==> src/design/ieu_pkg.sv <==
// Shared types, codes and constants of the integer execute unit.
`timescale 1ns / 1ps

package ieu_pkg;

    localparam int DATA_W        = 32;
    localparam int REG_IDX_W     = 5;
    localparam int FUNC_W        = 5;
    localparam int IMM_W         = 16;
    localparam int SHAMT_W       = 5;
    localparam int BASE_W        = 10;
    localparam int IDX_W         = 18;
    localparam int IN_TDATA_W    = 80;
    localparam int OUT_TDATA_W   = 80;
    localparam int NUM_REGS_DEF  = 32;
    localparam int MEM_WORDS_DEF = 1024;

    // Byte offsets divide by four to give word indexes.
    localparam int WORD_SHIFT    = 2;
    localparam logic [BASE_W-1:0] MEM_BASE_RESET = 10'd20;

    typedef enum logic [FUNC_W-1:0] {
        F_ADD  = 5'd0,
        F_ADDI = 5'd1,
        F_SUB  = 5'd2,
        F_MULT = 5'd3,
        F_MFHI = 5'd4,
        F_MFLO = 5'd5,
        F_AND  = 5'd6,
        F_OR   = 5'd7,
        F_NOR  = 5'd8,
        F_SLL  = 5'd9,
        F_SRL  = 5'd10,
        F_LW   = 5'd11,
        F_SW   = 5'd12,
        F_SLT  = 5'd13,
        F_BNE  = 5'd14,
        F_BEQ  = 5'd15,
        F_J    = 5'd16,
        F_NOP  = 5'd17
    } t_func;

    // Where the register write value comes from in the second stage.
    typedef enum logic [1:0] {
        WS_ALU = 2'd0,
        WS_MEM = 2'd1,
        WS_HI  = 2'd2,
        WS_LO  = 2'd3
    } t_wsrc;

    typedef struct packed {
        logic                 en;
        logic [REG_IDX_W-1:0] addr;
        logic [DATA_W-1:0]    data;
    } t_rf_wr;

    typedef struct packed {
        logic              wr;
        t_wsrc             wsrc;
        logic [DATA_W-1:0] val;
        logic              taken;
        logic              bad;
        logic              fault;
        logic              ld;
        logic              st;
        logic              mul;
    } t_ex;

endpackage

==> src/design/ieu_alu.sv <==
// Decode and execute logic of the first stage: ALU, multiplier, branch and address.
`timescale 1ns / 1ps

module ieu_alu #(
    parameter int MEM_WORDS = ieu_pkg::MEM_WORDS_DEF
) (
    input  logic [ieu_pkg::FUNC_W-1:0]    i_func,
    input  logic [ieu_pkg::DATA_W-1:0]    i_a,
    input  logic [ieu_pkg::DATA_W-1:0]    i_b,
    input  logic [ieu_pkg::IMM_W-1:0]     i_imm,
    input  logic [ieu_pkg::SHAMT_W-1:0]   i_shamt,
    input  logic [ieu_pkg::DATA_W-1:0]    i_tgt,
    input  logic [ieu_pkg::BASE_W-1:0]    i_mem_base,
    output ieu_pkg::t_ex                  o_ex,
    output logic [$clog2(MEM_WORDS)-1:0]  o_idx,
    output logic [2*ieu_pkg::DATA_W-1:0]  o_prod
);

    localparam int AW = $clog2(MEM_WORDS);
    localparam int IW = ieu_pkg::IDX_W;

    logic signed [ieu_pkg::IMM_W:0]        imm_adj;
    logic signed [ieu_pkg::IMM_W:0]        imm_q;
    logic signed [IW-1:0]                  idx;
    logic                                  fault;
    logic [ieu_pkg::DATA_W-1:0]            imm_ext;
    logic signed [2*ieu_pkg::DATA_W-1:0]   prod;

    // Round the byte offset toward zero before the shift.
    assign imm_adj = $signed({i_imm[ieu_pkg::IMM_W-1], i_imm})
                   + (i_imm[ieu_pkg::IMM_W-1] ? 17'sd3 : 17'sd0);
    assign imm_q   = imm_adj >>> ieu_pkg::WORD_SHIFT;
    assign idx     = $signed({imm_q[ieu_pkg::IMM_W], imm_q})
                   + $signed({{(IW-ieu_pkg::BASE_W){1'b0}}, i_mem_base});
    assign fault   = idx[IW-1] || ({1'b0, idx[IW-2:0]} >= IW'(MEM_WORDS));
    assign o_idx   = idx[AW-1:0];

    assign imm_ext = {{(ieu_pkg::DATA_W-ieu_pkg::IMM_W){i_imm[ieu_pkg::IMM_W-1]}}, i_imm};
    assign prod    = $signed(i_a) * $signed(i_b);
    assign o_prod  = prod;

    always_comb begin
        o_ex       = '0;
        o_ex.wsrc  = ieu_pkg::WS_ALU;
        case (i_func)
            ieu_pkg::F_ADD: begin
                o_ex.wr  = 1'b1;
                o_ex.val = i_a + i_b;
            end
            ieu_pkg::F_ADDI: begin
                o_ex.wr  = 1'b1;
                o_ex.val = i_a + imm_ext;
            end
            ieu_pkg::F_SUB: begin
                o_ex.wr  = 1'b1;
                o_ex.val = i_a - i_b;
            end
            ieu_pkg::F_MULT: begin
                o_ex.mul = 1'b1;
            end
            ieu_pkg::F_MFHI: begin
                o_ex.wr   = 1'b1;
                o_ex.wsrc = ieu_pkg::WS_HI;
            end
            ieu_pkg::F_MFLO: begin
                o_ex.wr   = 1'b1;
                o_ex.wsrc = ieu_pkg::WS_LO;
            end
            ieu_pkg::F_AND: begin
                o_ex.wr  = 1'b1;
                o_ex.val = i_a & i_b;
            end
            ieu_pkg::F_OR: begin
                o_ex.wr  = 1'b1;
                o_ex.val = i_a | i_b;
            end
            ieu_pkg::F_NOR: begin
                o_ex.wr  = 1'b1;
                o_ex.val = ~(i_a | i_b);
            end
            ieu_pkg::F_SLL: begin
                o_ex.wr  = 1'b1;
                o_ex.val = i_a << i_shamt;
            end
            ieu_pkg::F_SRL: begin
                o_ex.wr  = 1'b1;
                o_ex.val = i_a >> i_shamt;
            end
            ieu_pkg::F_LW: begin
                o_ex.ld    = 1'b1;
                o_ex.fault = fault;
                o_ex.wr    = !fault;
                o_ex.wsrc  = ieu_pkg::WS_MEM;
            end
            ieu_pkg::F_SW: begin
                o_ex.st    = 1'b1;
                o_ex.fault = fault;
            end
            ieu_pkg::F_SLT: begin
                o_ex.wr  = 1'b1;
                o_ex.val = {{(ieu_pkg::DATA_W-1){1'b0}}, ($signed(i_a) < $signed(i_b))};
            end
            ieu_pkg::F_BNE: begin
                o_ex.taken = (i_a != i_b);
            end
            ieu_pkg::F_BEQ: begin
                o_ex.taken = (i_a == i_b);
            end
            ieu_pkg::F_J: begin
                o_ex.taken = (i_tgt != '0);
            end
            ieu_pkg::F_NOP: begin
                o_ex.wr = 1'b0;
            end
            default: begin
                o_ex.bad = 1'b1;
            end
        endcase
    end

endmodule
==> config.mk <==
export PLATFORM = sky130hd
export DESIGN_NAME = ieu_alu
export DESIGN_NICKNAME = d
export VERILOG_FILES = /design/src/design/ieu_pkg.sv /design/src/design/ieu_alu.sv
export SDC_FILE = /design/constraint.sdc
export NUM_CORES = 2
export LEC_CHECK = 0
export BUFFER_PORTS_ARGS = -buffer_cell sky130_fd_sc_hd__buf_2
export CORE_MARGIN = 3
export CORE_UTILIZATION = 55
export DETAILED_ROUTE_END_ITERATION = 10
export PLACE_DENSITY = 0.76
export SLEW_MARGIN = 20
export SYNTH_ARGS = -nofsm -noshare
export SYNTH_HDL_FRONTEND = slang
export SYNTH_SLANG_ARGS = --single-unit
==> constraint.sdc <==
create_clock -name vclk -period 11.9
set_input_delay 1.785 -clock vclk [all_inputs]
set_output_delay 1.785 -clock vclk [all_outputs]
set_load 0.02 [all_outputs]
==> reports/metrics.csv <==
stage;metric;value;unit
run_status;run status;finished, final reports clean;
logic_synthesis;area leader, netlist;fa_1;
critical_path;critical path arrival;9.86;ns
sta;TNS Setup;0;ns
global_routing;initial antenna violation count;12;
cells_and_area;Seq Cell Count;0;
logic_synthesis;Synth top cells by count;fa_1, inv_1, nor2_1;
global_routing;vias in the first global route;40900;
sta;worst slew pin tran;1.08;ns
logic_synthesis;synthesized net count;6772;
worst_hold_path;min-delay src;i_mem_base[0];
critical_path;crit end category;primary output;
die;die width;289;um
route;routed len/inst;25.1;um
global_routing;pin count of the biggest net entering global routing;101;
logic_synthesis;Yosys Warn Count;0;
cells_and_area;layout cells sized above 1;9.59;%
logic_synthesis;top-area cell type share of the netlist area;49.4;%
cells_and_area;synth-to-layout area growth;7.23;%
cells_and_area;clk_buf instances;0;
logic_synthesis;area of the mapped netlist;43900;sq um
worst_hold_path;Worst Hold Class;input pin to primary output;
logic_synthesis;count leader, synth;fa_1;
placement;GP Congestion;1.04;
route;1st-pass router iterations;6;
route;DR vias/cell;6.04;
sta;Slew headroom;27.4;%
global_routing;GRT overflow;0;
route;DR iter-0 viols;3976;
logic_synthesis;largest cells by area after synthesis;fa_1, ha_1, inv_1;
route;post-route ant nets;0;
cells_and_area;non-filler cells, final;6458;
critical_path;worst setup path start;i_b[12];
sta;post-route clock period utilization;97.8;%
logic_synthesis;Netlist cell types;80;
sta;unrepaired setup endpoints after global routing;no;
global_routing;gr usage total;39.5;%
critical_path;Setup crit start kind;input pin;
logic_synthesis;syn avg cell area;8.40;sq um
die;I/O pin count;247;
route;WL final;162000;um
critical_path;Max Fanout on Critical Path;21;
die;Placeable Area;79100;sq um
route;residual DRC count;0;
logic_synthesis;Seq/Total Area, Yosys;0;%
die;Rows;103;
die;Initial Util;55.5;%
critical_path;Required @ worst endpoint;10.12;ns
placement;port bufs;247;
critical_path;critical setup path kind;input pin to primary output;
global_routing;global-route wire length before repair;246000;um
placement;DP Cell Count;6441;
sta;Pins Over Slew Limit;0;
cells_and_area;nets@finish;6942;
job;max cap viols;0;
sta;crit path time final;11.64;ns
sta;setup violators final;0;
cells_and_area;Sequential Area;0;sq um
logic_synthesis;Post-Syn Instances;5232;
sta;FMAX;85.9;MHz
route;routed via count;39000;
die;Chip Height;289;um
placement;post-DP HPWL;135000;um
sta;final hold vios;0;
die;Die ar.;83300;sq um
final timing paths:
| path | to | slack [ns] | depth (start not counted) |
|---|---|---|---|
| max | o_prod[52] | 0.26 | 28 |
| min | o_idx[0] | 3.92 | 3 |
cells by family (layout without fill, tap and decap cells):
| kind of cell | Yosys count | in the layout | synth area share (%) |
|---|---|---|---|
| compound gates | 655 | 655 | 9.53 |
| xor+xnor | 140 | 140 | 2.79 |
| mux | 127 | 127 | 3.10 |
| buf+inv | 1374 | 1542 | 11.7 |
| other cells | 0 | 8 | 0 |
| simple gates | 1528 | 1528 | 14.2 |
| fa+ha+maj | 1408 | 1408 | 58.6 |
stage by stage:
stage / setup WS, ns / instance area (sq um) / util [%] / hold slack, ns
2_1_floorplan: 0.198 / 43900 / - / 3.65
3_3_place_gp: 0.123 / 47000 / 59.4 / 3.91
3_5_place_dp: 0.0326 / 47000 / 59.4 / 3.91
4_1_cts: 0.0119 / 47000 / 59.4 / 3.92
5_1_grt: 0.0112 / 47100 / 59.5 / 3.93
6_report: 0.259 / 47100 / 59.6 / 3.92
critical path: stages:
cell and delay (ns):
buf_2 0.25, clkinvlp_4 0.33, buf_4 0.33, nor2_1 0.19
fa_1 0.47, fa_1 0.50, inv_1 0.06, fa_1 0.49
fa_1 0.52, inv_1 0.06, fa_1 0.55, fa_1 0.43
fa_1 0.48, inv_1 0.05, fa_1 0.48, inv_1 0.04
ha_1 0.36, a21oi_1 0.29, and3_1 0.25, nand4_1 0.24
nand4_1 0.18, buf_4 0.20, o21bai_1 0.11, a31oi_1 0.43
o21ai_0 0.19, a21oi_1 0.21, xnor2_1 0.14, buf_2 0.18
layer usage:
metal	track usage [%]	wire length (um)	part of all wire (%)
met5	0	54	0.033
met3	10.6	19600	12
met4	24.2	12700	7.8
met1	49.9	57800	36
met2	61.0	72200	44
layout by cell type, fill, tap and decap left out, types with 29 or more instances in the layout:
cell,synthesis,layout
nor2_1,695,694
fa_1,1085,1084
nor3_1,35,35
o21ai_0,189,188
buf_4,0,200
nand3_1,34,34
nor4_1,33,29
a21o_1,65,65
nand2_1,608,608
buf_2,1,244
a21oi_1,180,179
inv_1,1066,1061
xnor2_1,101,101
mux2i_1,101,101
nand2b_1,34,34
xor2_1,39,39
ha_1,323,323
layout make-up:
| cell class | instances | area, sq um |
|---|---|---|
| Multi-Input combinational cell | 3858 | 38800 |
| Fill cell | 7091 | 32000 |
| Inverter | 1091 | 4130 |
| Timing Repair Buffer | 451 | 2830 |
| Tap cell | 1050 | 1310 |
| Antenna cell | 8 | 20.0 |
what timing repair did:
action | in CTS | in global routing
endpoints found under the hold margin | 0 | 0
buffers inserted | 0 | 9
setup endpoints to repair | 0 | 15
gates resized for setup | 0 | 18
hold buffers | 0 | 0
Power is left out: the tool's default activity adds up to more than one toggle a clock period on the data nets, which glitch-free logic cannot reach.
